`src/rtl/bhpq_cmd_fifo.sv`:
```
// Short command queue between the front and the heap engine.
// Depends on nothing but its parameters.
`default_nettype none
module bhpq_cmd_fifo #(
    parameter int WIDTH = 65,
    parameter int DEPTH = 2
) (
    input  wire logic             aclk,
    input  wire logic             aresetn,
    input  wire logic             wr_valid,
    output logic                  wr_ready,
    input  wire logic [WIDTH-1:0] wr_data,
    output logic                  rd_valid,
    input  wire logic             rd_ready,
    output logic [WIDTH-1:0]      rd_data
);
    localparam int AW = (DEPTH > 1) ? $clog2(DEPTH) : 1;

    logic [WIDTH-1:0] mem_reg [DEPTH];
    logic [AW-1:0]    wptr_reg, rptr_reg;
    logic [AW:0]      cnt_reg;
    logic             wr_fire, rd_fire;

    assign wr_ready = (cnt_reg != (AW+1)'(DEPTH));
    assign rd_valid = (cnt_reg != '0);
    assign rd_data  = mem_reg[rptr_reg];
    assign wr_fire  = wr_valid && wr_ready;
    assign rd_fire  = rd_valid && rd_ready;

    // pointer and count update
    always_ff @(posedge aclk) begin
        if (!aresetn) begin
            wptr_reg <= '0;
            rptr_reg <= '0;
            cnt_reg  <= '0;
        end else begin
            if (wr_fire)
                wptr_reg <= (wptr_reg == AW'(DEPTH-1)) ? '0 : wptr_reg + 1'b1;
            if (rd_fire)
                rptr_reg <= (rptr_reg == AW'(DEPTH-1)) ? '0 : rptr_reg + 1'b1;
            cnt_reg <= cnt_reg + (AW+1)'(wr_fire) - (AW+1)'(rd_fire);
        end
    end

    // storage
    always_ff @(posedge aclk) begin
        if (wr_fire)
            mem_reg[wptr_reg] <= wr_data;
    end

    a_cnt_bound: assert property (@(posedge aclk) disable iff (!aresetn)
        cnt_reg <= (AW+1)'(DEPTH)) else $error("fifo count overflow");
    a_no_wr_full: assert property (@(posedge aclk) disable iff (!aresetn)
        !wr_ready |-> !wr_fire) else $error("write while full");
    a_cnt_step: assert property (@(posedge aclk) disable iff (!aresetn)
        (wr_fire && !rd_fire) |=> cnt_reg == $past(cnt_reg) + 1'b1)
        else $error("count did not advance");
endmodule
`default_nettype wire

```
`config.mk`:
```
export PLATFORM = sky130hd
export DESIGN_NAME = bhpq_cmd_fifo
export DESIGN_NICKNAME = d
export VERILOG_FILES = /design/src/rtl/bhpq_cmd_fifo.sv
export SDC_FILE = /design/constraint.sdc
export NUM_CORES = 1
export LEC_CHECK = 0
export BUFFER_PORTS_ARGS = -buffer_cell sky130_fd_sc_hd__buf_2
export CELL_PAD_IN_SITES_DETAIL_PLACEMENT = 1
export CELL_PAD_IN_SITES_GLOBAL_PLACEMENT = 1
export CORE_UTILIZATION = 48
export DETAILED_ROUTE_END_ITERATION = 8
export PLACE_DENSITY_LB_ADDON = 0.1
export RECOVER_POWER = 50
export SLEW_MARGIN = 20
export SYNTH_ARGS = -nofsm -noshare
export SYNTH_HDL_FRONTEND = slang
export SYNTH_SLANG_ARGS = --single-unit
```
`constraint.sdc`:
```
create_clock -name aclk -period 6.7 [get_ports aclk]
set_clock_uncertainty 0.2 [all_clocks]
set_input_delay 0 -clock aclk [delete_from_list [all_inputs] [get_ports aclk]]
set_output_delay 0 -clock aclk [all_outputs]
set_load 0.005 [all_outputs]
```
==> results of run 1 <==
==> per-stage QoR <==
stage          utilization [%]  cell area [um2]  hold WS (ns)  setup slack [ns]  cells
6_report                  70.2             7280        0.0175              3.41    620
5_1_grt                   70.2             7280       0.00965              3.15    620
4_1_cts                   71.4             7400       0.00182              4.09    620
3_5_place_dp              57.5             5960      -0.00816              4.23    498
3_3_place_gp              57.5             5960       -0.0122              4.26    498
2_1_floorplan                -             5150        -0.101              3.87    231
==> kinds of logic after synthesis <==
family	share of synthesized area [%]
flops	77.7
mux	18.0
simple gates	1.43
buf+inv	1.41
compound gates	1.04
xor+xnor	0.170
fa+ha+maj	0.243
==> worst paths after layout <==
check                    from             end  slack [ns]
hold reg to reg      rptr_reg        rptr_reg        0.46
setup reg to reg   cnt_reg[0]  mem_reg[1][12]        3.75
hold / removal    wr_data[37]  mem_reg[0][37]        0.02
setup / recovery    flip-flop     rd_data[32]        3.41
==> cell type report <==
cell class | count | area, um2
sequential | 135 | 4000
fill | 949 | 3090
timing repair buffer | 228 | 1540
multi-input combinational | 88 | 1020
clock buffer | 21 | 429
tap | 136 | 170
clock inverter | 11 | 111
inverter | 1 | 3.75
==> report_power, final <==
part | internal (mW) | switching, mW
sequential | 1.03 | 0.0534
clock | 0.523 | 0.333
combinational | 0.261 | 0.209
total | 1.81 | 0.596
==> layer usage <==
layer / vias to the layer above / track usage, % / wire length, um
met4: 0 / 9.72 / 262
li1: 1394 / - / -
met2: 105 / 44.6 / 6930
met1: 1539 / 25.5 / 4550
met5: - / 0 / 0
met3: 23 / 5.32 / 476
==> cells in the final DEF, fill, tap and decap left out <==
cell | synthesis | layout
sky130_fd_sc_hd__o21ai_0 | 1 | 2
sky130_fd_sc_hd__clkinv_2 | 0 | 2
sky130_fd_sc_hd__xnor2_1 | 1 | 1
sky130_fd_sc_hd__dlygate4sd3_1 | 0 | 90
sky130_fd_sc_hd__nand3_1 | 1 | 1
sky130_fd_sc_hd__edfxtp_1 | 130 | 130
sky130_fd_sc_hd__nor2b_1 | 1 | 1
sky130_fd_sc_hd__nand2_1 | 1 | 1
sky130_fd_sc_hd__clkinv_1 | 0 | 3
sky130_fd_sc_hd__buf_2 | 1 | 88
sky130_fd_sc_hd__a21boi_0 | 0 | 1
sky130_fd_sc_hd__clkbuf_2 | 0 | 2
sky130_fd_sc_hd__nand3b_1 | 1 | 1
sky130_fd_sc_hd__clkbuf_1 | 0 | 49
sky130_fd_sc_hd__inv_2 | 0 | 1
sky130_fd_sc_hd__dfxtp_1 | 5 | 5
sky130_fd_sc_hd__nand2b_1 | 2 | 2
sky130_fd_sc_hd__nor2_1 | 2 | 2
sky130_fd_sc_hd__and3_1 | 1 | 1
sky130_fd_sc_hd__or2_2 | 1 | 1
sky130_fd_sc_hd__clkbuf_16 | 0 | 16
sky130_fd_sc_hd__clkbuf_8 | 0 | 1
sky130_fd_sc_hd__a32oi_1 | 1 | 1
sky130_fd_sc_hd__mux2_2 | 15 | 14
sky130_fd_sc_hd__bufinv_16 | 0 | 2
sky130_fd_sc_hd__clkinvlp_4 | 0 | 4
sky130_fd_sc_hd__mux2i_1 | 1 | 1
sky130_fd_sc_hd__and2_0 | 0 | 1
sky130_fd_sc_hd__mux2_4 | 50 | 34
sky130_fd_sc_hd__a211oi_1 | 1 | 1
sky130_fd_sc_hd__buf_4 | 1 | 3
sky130_fd_sc_hd__and2_1 | 3 | 2
sky130_fd_sc_hd__ha_1 | 1 | 1
sky130_fd_sc_hd__a21bo_1 | 2 | 2
sky130_fd_sc_hd__mux2_1 | 0 | 17
==> summary.md, run 1 <==
## Synth
- 130 — Post-synth EDFFs
- 26 — number of distinct library cells after synthesis
- sky130_fd_sc_hd__edfxtp_1, sky130_fd_sc_hd__mux2_4, sky130_fd_sc_hd__mux2_2 — synth top area cells
- sky130_fd_sc_hd__edfxtp_1 — Primary FF master, synth
- 0% — share of synthesized flip-flops with an asynchronous set or reset
- sky130_fd_sc_hd__edfxtp_1, sky130_fd_sc_hd__mux2_4, sky130_fd_sc_hd__mux2_2 — leading cell types by count after synthesis
- sky130_fd_sc_hd__edfxtp_1 — most common cell in the netlist
- 77.7% — Seq/Total Area, Yosys
- 301 — syn nets
- sky130_fd_sc_hd__edfxtp_1 — leading area contributor after synthesis
- 0 — synthesis warning total
- 22.3 um2 — average size of a mapped cell
- 75.7% — area fraction of the dominant cell type after synthesis
- 231 — Post-Synthesis Cells
- 5150 um2 — Netlist Area Pre-Place
- 135 — total of flip-flops plus latches after synthesis

## Worst hold path
- 2 — count of cells along the worst hold path
- in2reg — type of the worst min-delay path

## Layout
- 541 — final net count
- 41.2% — synth-to-layout area growth
- 34.7% — share of layout cells above drive strength 1
- 0 — antenna cell count
- 130 — max reg flops

## Placement
- 0.678 — final weighted congestion in routability-driven placement
- 135 — I/O Buffers

## Die
- 11,200 um2 — area of the die
- 136 — number of top-level pins
- 10,400 um2 — placeable core region
- 106 um — floorplan die width
- 106 um — Die Y
- 37 — num rows
- 49.7% — starting density of the core

## Clock tree
- 135 — number of sinks driven by the clock tree
- 90 — number of hold buffers added after CTS
- 0.50 ns — worst-skew pair later-pin latency
- 17 — number of buffers added by the clock tree synthesis step
- 0 — post-CTS setup repair buffer count
- 0 — total of cells resized after clock tree synthesis
- sky130_fd_sc_hd__clkbuf_8 — cell at the root of the clock tree
- 2 — Max clock buf depth
- 0.06 ns — clock input transition at the sequential cells of the worst setup and hold paths
- 4 — H-tree depth reported by CTS
- built — CTS tree

## Worst setup path
- buf_4 > mux2_4 > buf_2 — critical path, cell by cell
- 6.50 ns — endpoint required time on the critical path
- output pin — CP endpoint kind
- 2 — worst path bufs/invs
- reg2out — start-to-end type of the worst setup path
- 3 — Worst Reg2Reg Path Length in Cells
- sky130_fd_sc_hd__dfxtp_1 — highest-delay cell along the critical path
- flip-flop — startpoint class of the critical path
- flip-flops — dominant delay contributor by cell family on the critical path
- 33 — Critical Path Fanout Max
- 3.09 ns — arrival time at the worst endpoint
- 3 — number of cells on the critical path
- 1.34 ns — delay contributed by the slowest stage of the critical path

## Outcome
- capacitance limit, slew limit — failing checks
- complete, but fails checks — run status

## STA
- 304 MHz — Fmax
- false — setup repair after global routing missed its margin
- 0 ns — setup tns final
- 0 — total count of hold-check failures in the final report
- -2.08% — remaining max-slew budget at the tightest pin
- 1.53 ns — Slew @ Worst Pin
- 0 — final setup violation count
- 3.29 ns — final critical delay including setup and external delays
- 34 — number of pins with negative max-slew slack in the final report
- 49.2% — Tcrit/Tclk final

## Flow run
- 1 — maximum capacitance violations

## Power
- 2.41 mW — Final Power
- 331 nW/um2 — power per cell area
- 0.175 mV — maximum ir drop on the vdd rail
- 2.75 nW — Leak Pwr

## Routing
- 6 — DRT Pass-1 Iters
- 110 — initial drt markers
- 0 — DRC violations left
- 0 — Antenna Violating Nets Remaining
- 4.94 — number of vias per cell after detailed routing
- 3,061 — vias after detailed routing
- 19.7 um — Routed WL per cell
- 12,200 um — sum of routed wire length over all layers

## GRT
- 0 — number of antenna violations at the first check in global routing
- 3,536 — via count of the first global-routing pass
- 38 — maximum number of pins on one net before global-route repair
- 0 — GRT overflow
- 19,000 um — global-route wire length before repair
- 23.7% — GR Util All Layers

Note: power is estimated with default switching activity, not from simulation.
==> inputs of run 2 (changes only) <==
ABC_AREA = 1   (was unset)
CORE_UTILIZATION = 40   (was 48)
clock period = 2.9 ns   (was 6.7 ns; I/O delays follow)
==> run 2 against run 1 <==
  * Area after synthesis shrank 0.51%
  * Final cell count up 2.9%
  * Synthesized cell count increased by 3.0%
  * Power up 140%
  * Setup slack worse by 2.7 ns
  * Register-to-register slack got worse by 3.0 ns
  * Utilization is 12 points lower
  * Critical path depth is 2 higher
  * Final area fell by 2.0%
  * Critical endpoint is now mem_reg[1][16]
  * The run now ends clean
  * Routed wire length fell by 18%
==> summary.md, run 2 <==
## STA
- 0.722 ns — worst setup slack after layout
- 0 — final setup violation count
- 35.7% — remaining max-slew budget at the tightest pin
- 0 — total count of hold-check failures in the final report
- 0 ns — setup tns final
- 0.964 ns — Slew @ Worst Pin
- 0 — number of pins with negative max-slew slack in the final report
- 459 MHz — Fmax
- 75.1% — Tcrit/Tclk final
- false — setup repair after global routing missed its margin
- 2.18 ns — final critical delay including setup and external delays

## Worst setup path
- flip-flop — CP endpoint kind
- 36 — Critical Path Fanout Max
- sky130_fd_sc_hd__nand2_1 — cell repeated most along the worst path
- buffers and inverters — dominant delay contributor by cell family on the critical path
- reg2reg — start-to-end type of the worst setup path
- 0.75 ns — delay contributed by the slowest stage of the critical path
- flip-flop — startpoint class of the critical path
- inv_1 > nand2_1 > nand2_1 > nor2_4 > clkbuf_2 — critical path, cell by cell
- 2 — worst path bufs/invs
- sky130_fd_sc_hd__clkbuf_2 — highest-delay cell along the critical path
- 5 — number of cells on the critical path
- 5 — Worst Reg2Reg Path Length in Cells
- 2.72 ns — endpoint required time on the critical path
- 2.00 ns — arrival time at the worst endpoint

## Routing
- 87 — initial drt markers
- 0 — Antenna Violating Nets Remaining
- 15.8 um — Routed WL per cell
- 0 — DRC violations left
- 10,100 um — sum of routed wire length over all layers
- 4.52 — number of vias per cell after detailed routing
- 2,881 — vias after detailed routing
- 4 — DRT Pass-1 Iters

## Placement
- 135 — I/O Buffers
- 1.02 ns — Post-Place Setup Slack
- 6160 um — placed wire-length estimate
- 0.679 — final weighted congestion in routability-driven placement

## Synth
- 135 — total of flip-flops plus latches after synthesis
- 78.1% — Seq/Total Area, Yosys
- 130 — Post-synth EDFFs
- 0% — share of synthesized flip-flops with an asynchronous set or reset
- sky130_fd_sc_hd__edfxtp_1, sky130_fd_sc_hd__mux2_4, sky130_fd_sc_hd__mux2_2 — synth top area cells
- sky130_fd_sc_hd__edfxtp_1, sky130_fd_sc_hd__mux2_4, sky130_fd_sc_hd__mux2_2 — leading cell types by count after synthesis
- 238 — Post-Synthesis Cells
- 76.1% — area fraction of the dominant cell type after synthesis
- 5130 um2 — Netlist Area Pre-Place
- 13 — number of distinct library cells after synthesis
- 0 — synthesis warning total
- sky130_fd_sc_hd__edfxtp_1 — leading area contributor after synthesis
- sky130_fd_sc_hd__edfxtp_1 — most common cell in the netlist
- 308 — syn nets
- 21.5 um2 — average size of a mapped cell
- sky130_fd_sc_hd__edfxtp_1 — Primary FF master, synth

## Layout
- sky130_fd_sc_hd__edfxtp_1, sky130_fd_sc_hd__buf_2, sky130_fd_sc_hd__dlygate4sd3_1, sky130_fd_sc_hd__clkbuf_1, sky130_fd_sc_hd__mux2_4 — most used cells in the layout excluding fill and tap cells
- sky130_fd_sc_hd__edfxtp_1 — most common cell after layout, fill and taps aside
- 0 — antenna cell count
- 130 — max reg flops
- 39.1% — synth-to-layout area growth
- 58.2% — core occupancy in the finished layout
- 529 — final net count
- 38.3% — share of layout cells above drive strength 1

## Clock tree
- 0 — total of cells resized after clock tree synthesis
- 17 — number of buffers added by the clock tree synthesis step
- 0.05 ns — clock input transition at the sequential cells of the worst setup and hold paths
- 68 — number of hold buffers added after CTS
- 4 — H-tree depth reported by CTS
- sky130_fd_sc_hd__clkbuf_16 — cell at the root of the clock tree
- 2 — Max clock buf depth
- 0.41 ns — worst-skew pair later-pin latency
- built — CTS tree
- 0 — post-CTS setup repair buffer count
- 135 — number of sinks driven by the clock tree

## GRT
- 0 — GRT overflow
- 37 — maximum number of pins on one net before global-route repair
- 0 — number of antenna violations at the first check in global routing
- 15,600 um — global-route wire length before repair
- 16.5% — GR Util All Layers
- 3,154 — via count of the first global-routing pass

## Power
- 811 nW/um2 — power per cell area
- 2.72 nW — Leak Pwr
- 0.428 mV — maximum ir drop on the vdd rail

## Flow run
- 0 — maximum capacitance violations

## Die
- 115 um — floorplan die width
- 13,300 um2 — area of the die
- 12,300 um2 — placeable core region
- 41.8% — starting density of the core
- 115 um — Die Y
- 136 — number of top-level pins
- 40 — num rows

## Outcome
- complete, no violations — run status

## Worst hold path
- in2reg — type of the worst min-delay path
- 2 — count of cells along the worst hold path

run 2: cell types whose count changed after synthesis, sizes merged, moves of 3 or more:
cell	before	now
inv	1	7
and2	3	0
nor2	2	9
nand2	1	11
run 2: final timing paths:
path / endpoint / from / slack, ns
worst max register to register: mem_reg[1][16] / cnt_reg[0] / 0.72
worst min-delay path: mem_reg[0][57] / wr_data[57] / 0.12
worst max-delay path: mem_reg[1][16] / cnt_reg[0] / 0.72
worst min register to register: flip-flop / rptr_reg / 0.31
run 2: kinds of logic after synthesis:
family	count (synthesis)	synth area share, %
AO/OA/AOI/OAI	1	0.0975
XOR/XNOR	1	0.171
adder cells (fa/ha/maj)	1	0.244
buffers and inverters	14	1.93
flip-flops	135	78.1
multiplexers	65	17.9
AND/OR/NAND/NOR	21	1.56
run 2: final cells by class:
| class | count | area (um2) |
|---|---|---|
| fill | 1184 | 5130 |
| sequential | 135 | 4010 |
| timing repair buffer | 209 | 1350 |
| multi-input combinational | 89 | 1040 |
| clock buffer | 22 | 444 |
| tap | 168 | 210 |
| clock inverter | 8 | 58.8 |
| inverter | 7 | 26.3 |
run 2: stage by stage:
step / cells / area [um2] / hold WS (ns) / total power, mW
6_report: 638 / 7140 / 0.116 / 5.79
5_1_grt: 638 / 7140 / 0.109 / 6.05
4_1_cts: 638 / 7200 / 0.0847 / 5.88
3_5_place_dp: 540 / 6020 / -0.00816 / 3.94
3_3_place_gp: 540 / 6020 / -0.0122 / 3.91
2_1_floorplan: 238 / 5130 / -0.107 / 3.45
run 2: worst register-to-register path: stages, from the launching register on:
cell and delay (ns):
sky130_fd_sc_hd__dfxtp_1 0.35, sky130_fd_sc_hd__inv_1 0.05, sky130_fd_sc_hd__nand2_1 0.08, sky130_fd_sc_hd__nand2_1 0.21, sky130_fd_sc_hd__nor2_4 0.15, sky130_fd_sc_hd__clkbuf_2 0.75
run 2: layer usage:
layer  track usage, %  part of all wire (%)  wire (um)  up-vias
met3             5.17                   5.3        533       17
met2             29.1                    54       5460       86
met4             8.83                   1.8        185        0
met1             17.8                    39       3880     1421
met5                0                     0          0        -
li1                 -                     -          -     1357
run 2: power breakdown:
group / switching (mW) / leakage [nW] / total (mW) / internal, mW
clock: 0.699 / 0.245 / 1.85 / 1.15
combinational: 0.569 / 1.21 / 1.31 / 0.740
sequential: 0.147 / 1.26 / 2.63 / 2.48
total: 1.42 / 2.72 / 5.79 / 4.37
==> inputs of run 3 (changes only) <==
clock period = 2 ns   (was 2.9 ns; I/O delays follow)
==> run 3 against run 2 <==
  * Sequential share of layout area shrank 0.68 points
  * Hold slack improved by 0.00080 ns
  * Via count grew 0.66%
  * Non-clock buffer count up 6
  * Clock-buffer cell count unchanged
  * Routed wire length is 2.8% higher
  * Clock power grew 38%
  * Combinational power increased by 61%
  * Utilization rose by 0.71 points
  * First-iteration DRC count rose by 80%
  * Setup slack got worse by 0.56 ns
  * Flip-flop and latch count unchanged
  * Largest power group unchanged
==> summary.md, run 3 (synthesis gave the netlist of run 2 again) <==
## Worst setup path
- 5 — Worst Reg2Reg Path Length in Cells
- flip-flop — startpoint class of the critical path
- reg2reg — start-to-end type of the worst setup path
- sky130_fd_sc_hd__buf_4 — highest-delay cell along the critical path
- mem_reg[0][27] — destination of the critical timing path
- 5 — number of cells on the critical path
- mem_reg[0][27] — end of the worst register-to-register path
- buffers and inverters — dominant delay contributor by cell family on the critical path
- inv_1 > nand2_4 > nand2_4 > nor2_4 > buf_4 — critical path, cell by cell
- flip-flop — CP endpoint kind
- cnt_reg[0] — r2r startpoint
- 1.84 ns — endpoint required time on the critical path
- cnt_reg[0] — first element of the critical path
- 1.68 ns — arrival time at the worst endpoint
- 47 — Critical Path Fanout Max
- 2 — worst path bufs/invs
- 0.16 ns — Worst R2R Setup Slack
- sky130_fd_sc_hd__nand2_4 — cell repeated most along the worst path
- 0.52 ns — delay contributed by the slowest stage of the critical path

## Routing
- 0 — Antenna Violating Nets Remaining
- 4.50 — number of vias per cell after detailed routing
- 0 — DRC violations left
- 16.0 um — Routed WL per cell
- 2,900 — vias after detailed routing
- 157 — initial drt markers
- 4 — DRT Pass-1 Iters
- 10,300 um — sum of routed wire length over all layers

## STA
- 0 — total count of hold-check failures in the final report
- 0 — final setup violation count
- 1.84 ns — final critical delay including setup and external delays
- 0.117 ns — worst slack on hold paths
- 92.0% — Tcrit/Tclk final
- 55.8% — remaining max-slew budget at the tightest pin
- 543 MHz — Fmax
- 0.160 ns — worst setup slack after layout
- 0.664 ns — Slew @ Worst Pin
- 0 ns — setup tns final
- false — setup repair after global routing missed its margin
- 0 — number of pins with negative max-slew slack in the final report

## Clock tree
- 4 — H-tree depth reported by CTS
- 0.41 ns — worst-skew pair later-pin latency
- 2 — Max clock buf depth
- 17 — number of buffers added by the clock tree synthesis step
- built — CTS tree
- 0.05 ns — clock input transition at the sequential cells of the worst setup and hold paths
- 135 — number of sinks driven by the clock tree
- sky130_fd_sc_hd__clkbuf_16 — cell at the root of the clock tree

## Power
- 2.76 nW — Leak Pwr
- 0.710 mV — maximum ir drop on the vdd rail
- 44.5% — fraction of power consumed by sequential logic
- 6.30 mW — Power Internal
- 1160 nW/um2 — power per cell area
- 25.1% — portion of total power attributed to combinational logic
- 2.11 mW — Net Switching
- 30.5% — share of total power in the clock network
- 8.41 mW — Final Power
- 25.1% — fraction of power spent switching nets

## Placement
- 6090 um2 — Placement Cell Area
- 6330 um — placed wire-length estimate
- 135 — I/O Buffers
- 0.130 ns — Post-Place Setup Slack
- 0.708 — final weighted congestion in routability-driven placement

## Layout
- 1,164 — fillcell total
- sky130_fd_sc_hd__edfxtp_1, sky130_fd_sc_hd__buf_2, sky130_fd_sc_hd__dlygate4sd3_1, sky130_fd_sc_hd__mux2_4, sky130_fd_sc_hd__clkbuf_1 — most used cells in the layout excluding fill and tap cells
- 40.8% — synth-to-layout area growth
- 130 — max reg flops
- 0 — antenna cell count
- 7220 um2 — post-route cell area
- 40.0% — share of layout cells above drive strength 1
- sky130_fd_sc_hd__edfxtp_1 — most common cell after layout, fill and taps aside
- 535 — final net count

## GRT
- 0 — number of antenna violations at the first check in global routing
- 16.7% — GR Util All Layers
- 15,700 um — global-route wire length before repair
- 48 — maximum number of pins on one net before global-route repair
- 0 — GRT overflow
- 3,072 — via count of the first global-routing pass

## Die
- 13,300 um2 — area of the die
- 115 um — floorplan die width
- 136 — number of top-level pins
- 12,300 um2 — placeable core region
- 40 — num rows
- 41.8% — starting density of the core
- 115 um — Die Y

## Outcome
- complete, no violations — run status

## Worst hold path
- in2reg — type of the worst min-delay path

## Flow run
- 0 — maximum capacitance violations

run 3: cell count changes in the layout (fill, tap and decap cells not counted), sizes merged:
cell,delta
dlygate4sd3,+1
bufinv,-1
clkbuf,-4
buf,+9
clkinv,+2
run 3: power by group through the flow:
stage	logic [mW]	clock network, mW	registers [mW]
after floorplan	1.29	0	3.74
after global placement	1.98	0	3.81
after detailed placement	2.00	0	3.84
after CTS	2.11	2.64	3.79
after global routing	2.30	2.73	3.78
final	2.11	2.56	3.74
run 3: timing repair:
item                                    CTS  global route
hold buffers                             69             0
setup buffers                             0             4
gates resized for setup                   0             1
endpoints found under the setup margin    0            11
hold endpoints to repair                135             0
run 3: worst min-delay path by stage:
| stage | start | end | slack, ns | cells after the start |
|---|---|---|---|---|
| after floorplan | aresetn | cnt_reg[0] | -0.11 | 2 |
| after global placement | wr_data[41] | mem_reg[1][41] | -0.01 | 1 |
| after detailed placement | wr_data[64] | mem_reg[0][64] | -0.008 | 1 |
| after CTS | wr_data[59] | mem_reg[0][59] | 0.09 | 2 |
| after global routing | wr_data[2] | mem_reg[0][2] | 0.11 | 2 |
| final | wr_data[2] | mem_reg[1][2] | 0.12 | 2 |
run 3: area by class of cell:
class | count | area (um2) | share of cell area (%)
Sequential cell | 135 | 4010 | 55.5
Inverter | 7 | 26.3 | 0.364
Clock buffer | 22 | 444 | 6.15
Multi-Input combinational cell | 89 | 1060 | 14.7
Tap cell | 168 | 210 | 2.91
Clock inverter | 9 | 36.3 | 0.502
Timing Repair Buffer | 215 | 1440 | 19.9
run 3: through the flow:
| stage | std cells | utilization [%] |
|---|---|---|
| 3_3_place_gp | 541 | 49.7 |
| 3_5_place_dp | 541 | 49.7 |
| 6_report | 645 | 58.9 |
| 2_1_floorplan | 238 | - |
| 4_1_cts | 641 | 59.2 |
| 5_1_grt | 645 | 58.9 |
run 3: worst register-to-register path: stages (launching register included):
cell and delay (ns):
sky130_fd_sc_hd__dfxtp_1 0.35, sky130_fd_sc_hd__inv_1 0.08, sky130_fd_sc_hd__nand2_4 0.07, sky130_fd_sc_hd__nand2_4 0.10, sky130_fd_sc_hd__nor2_4 0.10, sky130_fd_sc_hd__buf_4 0.52
run 3: layer usage:
metal / wire length (um) / vias to the layer above / GRT usage (%) / part of all wire, %
met5: 0 / - / 0 / 0
met4: 206 / 0 / 9.61 / 2.0
met3: 542 / 18 / 4.80 / 5.2
met2: 5460 / 91 / 28.8 / 53
met1: 4130 / 1421 / 18.5 / 40
li1: - / 1370 / - / -
